$ cat src/olst_pkg.sv
// Shared codes, field widths and port types of the ordered list store.
package olst_pkg;

   localparam int OPCODE_W = 4;
   localparam int POS_W    = 7;
   localparam int VALUE_W  = 32;
   localparam int STATUS_W = 2;
   localparam int COUNT_W  = 7;

   typedef logic [OPCODE_W-1:0] opcode_type;
   typedef logic [POS_W-1:0]    position_type;
   typedef logic [VALUE_W-1:0]  value_type;
   typedef logic [STATUS_W-1:0] status_type;
   typedef logic [COUNT_W-1:0]  count_type;

   localparam opcode_type OP_GET        = 4'd0;
   localparam opcode_type OP_SET        = 4'd1;
   localparam opcode_type OP_INSERT     = 4'd2;
   localparam opcode_type OP_REMOVE     = 4'd3;
   localparam opcode_type OP_PUSH_BACK  = 4'd4;
   localparam opcode_type OP_PUSH_FRONT = 4'd5;
   localparam opcode_type OP_POP_BACK   = 4'd6;
   localparam opcode_type OP_POP_FRONT  = 4'd7;
   localparam opcode_type OP_CLEAR      = 4'd8;

   localparam status_type ST_OK     = 2'd0;
   localparam status_type ST_EMPTY  = 2'd1;
   localparam status_type ST_BOUNDS = 2'd2;
   localparam status_type ST_FULL   = 2'd3;

endpackage

$ cat src/olst_ram.sv
// Element store: one write port and one registered read port.
module olst_ram #(
   parameter int DEPTH = 64,
   parameter int WIDTH = 32,
   localparam int AW = (DEPTH > 1) ? $clog2(DEPTH) : 1
) (
   input  logic             clock,
   input  logic             wr_en,
   input  logic [AW-1:0]    wr_addr,
   input  logic [WIDTH-1:0] wr_data,
   input  logic             rd_en,
   input  logic [AW-1:0]    rd_addr,
   output logic [WIDTH-1:0] rd_data
);

   logic [WIDTH-1:0] mem [DEPTH];
   logic [WIDTH-1:0] rd_data_ff;

   always_ff @(posedge clock) begin
      if (wr_en) begin
         mem[wr_addr] <= wr_data;
      end
   end

   always_ff @(posedge clock) begin
      if (rd_en) begin
         rd_data_ff <= mem[rd_addr];
      end
   end

   assign rd_data = rd_data_ff;

endmodule

$ cat src/ordered_list_store.sv
// Bounded ordered list: element store in a synchronous RAM, count and shift sequencer.
// Set, push back, pop back, clear, unused codes, every error and an insert at the end
// finish at acceptance; get waits for the RAM read; insert at p < c with count c shifts
// entries up first (push front is insert at 0), remove at p shifts entries down (pop front
// is remove at 0). Throughput is one item at a time: shifts move one element per cycle.
// Reset clears the count and the control state; the RAM is not cleared (no clearing pass).
module ordered_list_store #(
   parameter int DEPTH      = 64,
   parameter int ELEM_WIDTH = 32
) (
   input  logic                   clock,
   input  logic                   reset,
   input  logic                   req_valid,
   output logic                   req_stall,
   input  olst_pkg::opcode_type   req_opcode,
   input  olst_pkg::position_type req_position,
   input  olst_pkg::value_type    req_value,
   output logic                   rsp_valid,
   input  logic                   rsp_stall,
   output olst_pkg::status_type   rsp_status,
   output olst_pkg::value_type    rsp_read_value,
   output olst_pkg::count_type    rsp_count_after
);

   import olst_pkg::*;

   // Address, count and compare widths.
   localparam int AW = (DEPTH > 1) ? $clog2(DEPTH) : 1;
   localparam int CW = $clog2(DEPTH + 1);
   localparam int PW = (CW > POS_W) ? CW : POS_W;

   // Sequencer states.
   localparam logic [2:0] S_IDLE     = 3'd0;
   localparam logic [2:0] S_GET      = 3'd1;
   localparam logic [2:0] S_INS      = 3'd2;
   localparam logic [2:0] S_INS_LAST = 3'd3;
   localparam logic [2:0] S_REM      = 3'd4;

   logic [2:0]            state_ff, state_in;
   logic [CW-1:0]         count_ff, count_in;
   logic [AW-1:0]         src_ff, src_in;    // entry whose read is in flight
   logic [AW-1:0]         p_ff, p_in;        // insert target
   logic [AW-1:0]         lim_ff, lim_in;    // last source entry of a remove
   logic [ELEM_WIDTH-1:0] val_ff, val_in;    // element held for the final insert write

   logic                  rsp_valid_ff, rsp_valid_in;
   status_type            rsp_status_ff;
   value_type             rsp_read_value_ff;
   count_type             rsp_count_after_ff;

   // RAM ports.
   logic                  we;
   logic [AW-1:0]         waddr;
   logic [ELEM_WIDTH-1:0] wdata;
   logic                  re;
   logic [AW-1:0]         raddr;
   logic [ELEM_WIDTH-1:0] rdata;

   // Decode helpers.
   logic                  req_take;
   logic [PW-1:0]         pos_ext;
   logic [PW-1:0]         cnt_ext;
   logic [CW-1:0]         cnt_m1;
   logic [AW-1:0]         pos_a;
   logic [AW-1:0]         cnt_a;
   logic [AW-1:0]         cnt_m1_a;
   logic                  is_full;
   logic                  is_empty;
   logic [ELEM_WIDTH-1:0] val_elem;

   // Completion of the current item.
   logic                  done;
   status_type            done_status;
   logic [ELEM_WIDTH-1:0] done_elem;

   olst_ram #(
      .DEPTH (DEPTH),
      .WIDTH (ELEM_WIDTH)
   ) u_ram (
      .clock   (clock),
      .wr_en   (we),
      .wr_addr (waddr),
      .wr_data (wdata),
      .rd_en   (re),
      .rd_addr (raddr),
      .rd_data (rdata)
   );

   // Take a new item only when idle and the result register is free or draining.
   assign req_stall = (state_ff != S_IDLE) || (rsp_valid_ff && rsp_stall);
   assign req_take  = req_valid && !req_stall;

   assign pos_ext  = PW'(req_position);
   assign cnt_ext  = PW'(count_ff);
   assign cnt_m1   = count_ff - CW'(1);
   assign pos_a    = pos_ext[AW-1:0];
   assign cnt_a    = count_ff[AW-1:0];
   assign cnt_m1_a = cnt_m1[AW-1:0];
   assign is_full  = (count_ff == CW'(DEPTH));
   assign is_empty = (count_ff == '0);
   assign val_elem = ELEM_WIDTH'(req_value);

   // Shifts run one element per cycle: the read of one entry overlaps the write of the
   // entry two places away, so the RAM never sees a read and write to the same entry.
   always_comb begin
      state_in    = state_ff;
      count_in    = count_ff;
      src_in      = src_ff;
      p_in        = p_ff;
      lim_in      = lim_ff;
      val_in      = val_ff;
      we          = 1'b0;
      waddr       = src_ff;
      wdata       = rdata;
      re          = 1'b0;
      raddr       = src_ff;
      done        = 1'b0;
      done_status = ST_OK;
      done_elem   = '0;

      unique case (state_ff)
         S_IDLE: begin
            if (req_take) begin
               done = 1'b1;
               unique case (req_opcode)
                  OP_GET: begin
                     if (pos_ext >= cnt_ext) begin
                        done_status = ST_BOUNDS;
                     end else begin
                        // Wait in S_GET for the registered RAM read.
                        re       = 1'b1;
                        raddr    = pos_a;
                        done     = 1'b0;
                        state_in = S_GET;
                     end
                  end
                  OP_SET: begin
                     if (pos_ext >= cnt_ext) begin
                        done_status = ST_BOUNDS;
                     end else begin
                        we    = 1'b1;
                        waddr = pos_a;
                        wdata = val_elem;
                     end
                  end
                  OP_INSERT, OP_PUSH_FRONT: begin
                     // Push front is insert at index zero; the bounds check comes first.
                     if (req_opcode == OP_INSERT && pos_ext > cnt_ext) begin
                        done_status = ST_BOUNDS;
                     end else if (is_full) begin
                        done_status = ST_FULL;
                     end else if ((req_opcode == OP_INSERT && pos_ext == cnt_ext) ||
                                  is_empty) begin
                        // Append: nothing to move.
                        we       = 1'b1;
                        waddr    = cnt_a;
                        wdata    = val_elem;
                        count_in = count_ff + CW'(1);
                     end else begin
                        // Start moving entries up from the top.
                        re       = 1'b1;
                        raddr    = cnt_m1_a;
                        src_in   = cnt_m1_a;
                        p_in     = (req_opcode == OP_INSERT) ? pos_a : '0;
                        val_in   = val_elem;
                        done     = 1'b0;
                        state_in = S_INS;
                     end
                  end
                  OP_REMOVE, OP_POP_FRONT: begin
                     // Pop front is remove at index zero; emptiness is checked first.
                     if (is_empty) begin
                        done_status = ST_EMPTY;
                     end else if (req_opcode == OP_REMOVE && pos_ext >= cnt_ext) begin
                        done_status = ST_BOUNDS;
                     end else if ((req_opcode == OP_REMOVE && pos_a == cnt_m1_a) ||
                                  (req_opcode == OP_POP_FRONT && count_ff == CW'(1))) begin
                        // Last element: drop it.
                        count_in = cnt_m1;
                     end else begin
                        // Start moving entries down from just above the hole.
                        re       = 1'b1;
                        raddr    = ((req_opcode == OP_REMOVE) ? pos_a : '0) + AW'(1);
                        src_in   = ((req_opcode == OP_REMOVE) ? pos_a : '0) + AW'(1);
                        lim_in   = cnt_m1_a;
                        done     = 1'b0;
                        state_in = S_REM;
                     end
                  end
                  OP_PUSH_BACK: begin
                     if (is_full) begin
                        done_status = ST_FULL;
                     end else begin
                        we       = 1'b1;
                        waddr    = cnt_a;
                        wdata    = val_elem;
                        count_in = count_ff + CW'(1);
                     end
                  end
                  OP_POP_BACK: begin
                     if (is_empty) begin
                        done_status = ST_EMPTY;
                     end else begin
                        count_in = cnt_m1;
                     end
                  end
                  OP_CLEAR: begin
                     // Keep the stored bits; only the count goes.
                     count_in = '0;
                  end
                  default: begin
                     // Unused codes: answer ok, change nothing.
                  end
               endcase
            end
         end
         S_GET: begin
            done      = 1'b1;
            done_elem = rdata;
            state_in  = S_IDLE;
         end
         S_INS: begin
            // Move entry src up by one.
            we    = 1'b1;
            waddr = src_ff + AW'(1);
            wdata = rdata;
            if (src_ff == p_ff) begin
               state_in = S_INS_LAST;
            end else begin
               re     = 1'b1;
               raddr  = src_ff - AW'(1);
               src_in = src_ff - AW'(1);
            end
         end
         S_INS_LAST: begin
            // Drop the new element into the opened slot.
            we       = 1'b1;
            waddr    = p_ff;
            wdata    = val_ff;
            count_in = count_ff + CW'(1);
            done     = 1'b1;
            state_in = S_IDLE;
         end
         S_REM: begin
            // Move entry src down by one.
            we    = 1'b1;
            waddr = src_ff - AW'(1);
            wdata = rdata;
            if (src_ff == lim_ff) begin
               count_in = cnt_m1;
               done     = 1'b1;
               state_in = S_IDLE;
            end else begin
               re     = 1'b1;
               raddr  = src_ff + AW'(1);
               src_in = src_ff + AW'(1);
            end
         end
         default: begin
            state_in = S_IDLE;
         end
      endcase

      // Hold the result until taken; a new one only lands in a free register.
      rsp_valid_in = done || (rsp_valid_ff && rsp_stall);
   end

   always_ff @(posedge clock) begin
      if (reset) begin
         state_ff     <= S_IDLE;
         count_ff     <= '0;
         rsp_valid_ff <= 1'b0;
      end else begin
         state_ff     <= state_in;
         count_ff     <= count_in;
         rsp_valid_ff <= rsp_valid_in;
      end
   end

   always_ff @(posedge clock) begin
      src_ff <= src_in;
      p_ff   <= p_in;
      lim_ff <= lim_in;
      val_ff <= val_in;
      if (done) begin
         rsp_status_ff      <= done_status;
         rsp_read_value_ff  <= VALUE_W'(done_elem);
         rsp_count_after_ff <= COUNT_W'(count_in);
      end
   end

   assign rsp_valid       = rsp_valid_ff;
   assign rsp_status      = rsp_status_ff;
   assign rsp_read_value  = rsp_read_value_ff;
   assign rsp_count_after = rsp_count_after_ff;

endmodule

$ cat config.mk
export PLATFORM = sky130hd
export DESIGN_NAME = ordered_list_store
export DESIGN_NICKNAME = d
export VERILOG_FILES = /design/src/olst_pkg.sv /design/src/olst_ram.sv /design/src/ordered_list_store.sv
export SDC_FILE = /design/constraint.sdc
export NUM_CORES = 2
export LEC_CHECK = 0
export BUFFER_PORTS_ARGS = -buffer_cell sky130_fd_sc_hd__buf_2
export CORE_MARGIN = 4
export CORE_UTILIZATION = 57
export DETAILED_ROUTE_END_ITERATION = 6
export HOLD_SLACK_MARGIN = 0.02
export PLACE_DENSITY = 0.73
export SYNTH_ARGS = -nofsm -noshare
export SYNTH_HDL_FRONTEND = slang
export SYNTH_SLANG_ARGS = --single-unit
$ cat constraint.sdc
create_clock -name clock -period 8.9 [get_ports clock]
set_input_delay 0.89 -clock clock [delete_from_list [all_inputs] [get_ports clock]]
set_output_delay 0.89 -clock clock [all_outputs]
set_load 0.02 [all_outputs]
# ---- Word level (Yosys, flattened, before mapping)
# Memory sizes are Yosys's and may differ from the RTL's. A register that Yosys moved wholly into a read port is not among the register bits.
# Cells that the tools add are included.
dict set report classes {
  bitwise 6
  reduce_logical 27
  mux 93
  n_addsub 5
  n_lt_le_gt_ge 2
  eq_ne 30
}
# op count
set ops {}
lappend ops {{$mux 32} 6}
lappend ops {{$mux 6} 17}
lappend ops {{$pmux 32 s3} 1}
lappend ops {{$pmux 6 s3} 4}
lappend ops {{$mux 7} 10}
lappend ops {{$pmux 32 s2} 1}
lappend ops {{$pmux 7 s5} 1}
lappend ops {{$mux 3} 10}
lappend ops {{$mux 1} 26}
lappend ops {{$pmux 6 s4} 1}
lappend ops {{$ne 3x3->1 const B} 7}
lappend ops {{$pmux 7 s3} 1}
lappend ops {{$eq 6x6->1} 3}
lappend ops {{$pmux 3 s3} 2}
lappend ops {{$eq 4x3->1 const B} 4}
lappend ops {{$pmux 1 s3} 5}
lappend ops {{$add 6x1->6 const B} 2}
lappend ops {{$pmux 6 s2} 1}
lappend ops {{$reduce_and 6->1} 2}
lappend ops {{$reduce_and 11->1} 1}
lappend ops {{$mux 2} 5}
lappend ops {{$pmux 2 s5} 1}
lappend ops {{$eq 4x2->1 const B} 2}
lappend ops {{$reduce_or 2->1} 4}
lappend ops {{other kinds (28)} 46}
dict set report totals {
  ramBits 2048
  elab_cells 174
  out_inout_bits 43
  input_bits 47
  mem_count 1
  register_bits 102
}
# name words width read_ports rd_ports_with_merged_regs wr line
set mem_list {}
lappend mem_list {u_ram.mem 64 32 1 1 1 olst_ram.sv:16} ;# logic [WIDTH-1:0] mem [DEPTH];

# ---- Longest topological paths before layout
dict set report depth {
  ltp_word 11
  ltp_mapped 21
  ltp_nobuf 14
}

# ---- By module
# Synthesis repeated with hierarchy kept, for this count alone.
dict set report hier_totals {
  cells_unflattened 4271
  area_unflattened_um2 86618.1
}
# module seq_area_each_um2 instances cells_each area_each_um2
set modules_own_cells {}
lappend modules_own_cells {olst_ram 62459.9 1 3511 79359.9}
lappend modules_own_cells {ordered_list_store 2952.8 1 760 7258.2}

# ---- Worst setup path after synthesis
# No wires, ideal clock.
dict set report synth_path {
  path_type {in2reg}
  startpoint {input port req_opcode[0]}
  endpoint {memory u_ram.mem[45][0] (enable)}
  cell_stages 11
  setup_time_ns 0.421
  path_slack_ns 3.448
  required_ns 8.479
  n_path_buf 1
  t_arrival_ns 5.031
  cell_sequence {buf_2 -> nor4b_2 -> o221ai_1 -> a31oi_1 -> o32ai_1 -> a21oi_1 -> nor2b_1 -> o22ai_1 -> or3b_2 -> nand2b_1 -> nor2_1}
}
dict set report synth_via {
  elab_chain_cells 11
  elab_cells_between_ends 22
  cone_classes {eq/ne: 4; mux: 14; reduce/logical: 4}
}
# element line
set synth_rtl {}
lappend synth_rtl {{start: declaration} ordered_list_store.sv:15} ;# input olst_pkg::opcode_type req_opcode,
lappend synth_rtl {{$eq 4x2->1} {ordered_list_store.sv:125, ordered_list_store.sv:148, ordered_list_store.sv:152}}
lappend synth_rtl {{$logic_and 1x1->1} ordered_list_store.sv:152} ;# end else if ((req_opcode == OP_INSERT && pos_ext == cnt_ext) ||
lappend synth_rtl {{$logic_or 1x1->1} ordered_list_store.sv:152}
lappend synth_rtl {{$mux 1} ordered_list_store.sv:152}
lappend synth_rtl {{$mux 1} ordered_list_store.sv:150} ;# end else if (is_full) begin
lappend synth_rtl {{$mux 1} ordered_list_store.sv:148} ;# if (req_opcode == OP_INSERT && pos_ext > cnt_ext) begin
lappend synth_rtl {{$pmux 1 s3} ordered_list_store.sv:125} ;# unique case (req_opcode)
lappend synth_rtl {{$mux 1} ordered_list_store.sv:123} ;# if (req_take) begin
lappend synth_rtl {{$pmux 1 s2} ordered_list_store.sv:121} ;# unique case (state_ff)
lappend synth_rtl {{$mux 1} olst_ram.sv:20} ;# if (wr_en) begin
lappend synth_rtl {{$mux 1 (not written as such)} olst_ram.sv:21} ;# mem[wr_addr] <= wr_data;
lappend synth_rtl {{end: declaration} olst_ram.sv:16}
# Several ways; a longest one is shown, not always the timed one.

# ---- Worst setup path in the final report
dict set report layout_path {
  startpoint {register count_ff[2] (netlist: cnt_ext[2])}
  endpoint {memory u_ram.mem[42][10] (enable)}
}
dict set report layout_via {
  elab_chain_cells 11
  elab_cells_between_ends 26
  cone_classes {order compare: 2; eq/ne: 2; mux: 18; reduce/logical: 4}
}
# element line
set layout_rtl {}
lappend layout_rtl {{start: declaration} ordered_list_store.sv:40} ;# logic [CW-1:0] count_ff, count_in;
lappend layout_rtl {{start signal: assignment} ordered_list_store.sv:275} ;# count_ff <= count_in;
lappend layout_rtl {{$eq 7x7->1} ordered_list_store.sv:152}
lappend layout_rtl {{$logic_and 1x1->1} ordered_list_store.sv:152}
lappend layout_rtl {{$logic_or 1x1->1} ordered_list_store.sv:152}
lappend layout_rtl {{$mux 1} ordered_list_store.sv:152}
lappend layout_rtl {{$mux 1} ordered_list_store.sv:150}
lappend layout_rtl {{$mux 1} ordered_list_store.sv:148}
lappend layout_rtl {{$pmux 1 s3} ordered_list_store.sv:125}
lappend layout_rtl {{$mux 1} ordered_list_store.sv:123}
lappend layout_rtl {{$pmux 1 s2} ordered_list_store.sv:121}
lappend layout_rtl {{$mux 1} olst_ram.sv:20}
lappend layout_rtl {{$mux 1 (not written as such)} olst_ram.sv:21}
# Several ways; a longest one is shown, not always the timed one.

==> run metrics <==
WP data required=9.42 ns; peak supply drop=0.0002164 V; fin crit period=7.550 ns; Clock Tree Root=clkbuf_16; Post-synth EDFFs=2171; DR iter-0 viols=8617; slowest CP cell=o22ai_1; min setup slack post-route=1.350 ns; Resize count post-CTS=0; Mapped Area=86300 um2; critical path type=register to register; DRC Markers=4; Syn. warnings=0; Hold Slack=0.2338 ns; Area Overhead vs Synth=11.62%; DRT Wirelength=224100 um; Max-Cap Viols=1; syn nets=5294; Sink Count=2182; Max clock buf depth=3; CTS tree=done; CP Max Fanout=21; Setup TNS=0 ns; largest net degree at the start of global routing=196; slowest stage delay, CP=1.15 ns; Avg Cell Area, Syn=16.49 um2; initial core utilization=57.48%; GR Overflow Total=0; sequential area share after synthesis=75.80%; Async S/R FF share, synth=0%; DRT Pass-1 Iters=7; DR vias=49940; die height=397.1 um; row count=142; Pins Over Slew Limit=12; GPL Wtd Cong=0.9039; first-pass GRT wire length=327600 um; total setup buffers inserted after CTS=0; worst skew pair latency=0.86 ns; Leakage=0.03109 uW; Critical Path Start Type=register; share of the synthesized area in the top cell type=75.54%; failing checks=design-rule violations, max-capacitance violations, max-slew violations; clock skew=0.04832 ns; Critical Path, Cell by Cell=inv_1 -> ha_1 -> a21oi_1 -> a21oi_1 -> o221ai_1 -> o21ai_0 -> o21ai_0 -> a211oi_1 -> a2111oi_0 -> a31oi_1 -> o22ai_1 -> nand3_1 -> nor2_4 -> buf_4; WP data arrival=8.07 ns; I/O pins=90; power per cell area=250.4 nW/um2; Yosys cell types=86; Post-Syn Instances=5234; Rel. slew slack=-0.1852%; H-tree levels=4; endpoints failing setup=0; number of global-route vias before repair=48150; commonest non-fill, non-tap cell in the layout=edfxtp_1; CTS buffer count=206; most frequent cells in the layout=2171 x edfxtp_1, 800 x nand2_1, 313 x nand3_1; initial antenna violation count=18; die area=157700 um2; fin crit share=84.84%; fmax=0.1324 GHz; status=finished, violations left; Port Buffers=89; RSZ-0062 raised after global routing=false; Slew @ Worst Pin=1.503 ns; post-route ant nets=0; DR vias/cell=6.605; hold_buf cts=0; final hold vios=0; Final HPWL DP=129900 um; Synth area leader=edfxtp_1; top cells by area, synth=edfxtp_1 76%, mux4_2 7.5%, nand2_1 3.6%, nand3_1 1.8%, a21oi_1 1.6%; Die W=397.1 um; Clock Pin Slew Worst Setup and Hold Paths=0.07 ns; share of layout cells above drive strength 1=17.26%; CP Capture Type=register; WL/cell=29.64 um; Final Net Count=5425; Hold Path Class=input port to register; Core ar.=150100 um2; gr usage total=28.27%; worst slack at placement=1.616 ns; Seq cells post-synth=2182; ys flop type=edfxtp_1
==> final timing paths <==
| check | start | endpoint | slack (ns) | cells past startpoint |
|---|---|---|---|---|
| worst max-delay path | cnt_ext[2] | u_ram.mem[42][10] | 1.35 | 14 |
| worst min-delay path | req_value[22] | val_ff[22] | 0.23 | 1 |
| worst max register to register | cnt_ext[2] | u_ram.mem[42][10] | 1.35 | 14 |
| worst min register to register | rsp_valid | rsp_valid | 0.54 | 2 |
==> layer usage <==
| metal | global-route usage [%] | vias to the layer above | wire, um |
|---|---|---|---|
| li1 | - | 20850 | - |
| met1 | 41.09 | 25400 | 85030 |
| met2 | 44.17 | 3275 | 106500 |
| met3 | 5.931 | 404 | 26250 |
| met4 | 7.889 | 6 | 6205 |
| met5 | 0 | - | 45 |
==> metrics by stage <==
step                total power (uW)  cells  util [%]  area (um2)
floorplan                      14360   5234         -       86300
global placement               15630   7173     59.76       89720
detailed placement             15700   7173     59.76       89720
CTS                            24130   7554     64.15       96310
global route                   24890   7554     64.15       96310
finish                         24120   7560     64.16       96320
==> final cells by class <==
cell class              instances  area [um2]
well taps                    2016        2522
inverters                      19       71.32
clock buffers                 262        5365
fillers                     10060       53810
repair buffers                250        1817
clock inverters               119        1221
flip-flops and latches       2182       65410
diodes                          6       15.01
multi-input cells            2706       19900
==> Yosys cell counts, types with 22 or more instances <==
cell / instances
a21oi_1: 279
a221oi_1: 39
a22oi_1: 96
a311oi_1: 33
and3_1: 101
buf_1: 34
buf_2: 38
buf_6: 32
clkbuf_1: 213
edfxtp_1: 2171
mux2i_1: 40
mux4_2: 288
nand2_1: 834
nand3_1: 313
nand4_1: 71
nor2_1: 136
nor3_1: 53
o21ai_0: 44
o22ai_1: 138
or2_0: 24
xnor2_1: 22
==> state kept, by name, summed over array words and instances (netlist names) <==
signal and cells:
val_ff 32, state_ff 3, rsp_read_value 32, cnt_ext 7, rsp_status 2, rsp_valid 1
lim_ff 6, u_ram.rd_data 32, p_ff 6, u_ram.mem 2048, src_ff 6, rsp_count_after 7
==> report_power, final <==
part	internal [uW]	leakage (uW)	switching [uW]
sequential	11500	0.0196	67.0
clock	4740	0.00319	3830
combinational	1300	0.00826	2670
total	17600	0.0311	6560
==> cells by family (layout without fill, tap and decap cells) <==
group           Yosys count  count (layout)  synth area share, %
xor+xnor                 37              37               0.4248
simple gates           1622            1622                8.509
compound gates          702             702                5.163
flops                  2182            2182                75.80
fa+ha+maj                13              13               0.1885
other cells               0               6                    0
mux                     332             332                8.032
buf+inv                 346             650                1.882
==> worst max-delay path, delay by kind of cell, from the launching register on <==
| kind | cells | cell delay (ns) |
|---|---|---|
| adder cells (fa/ha/maj) | 1 | 0.39 |
| flip-flops | 1 | 0.67 |
| AND/OR/NAND/NOR | 2 | 2.10 |
| AO/OA/AOI/OAI | 9 | 3.38 |
| buffers and inverters | 2 | 0.63 |
No activity file was read; power rests on OpenSTA's default activity.
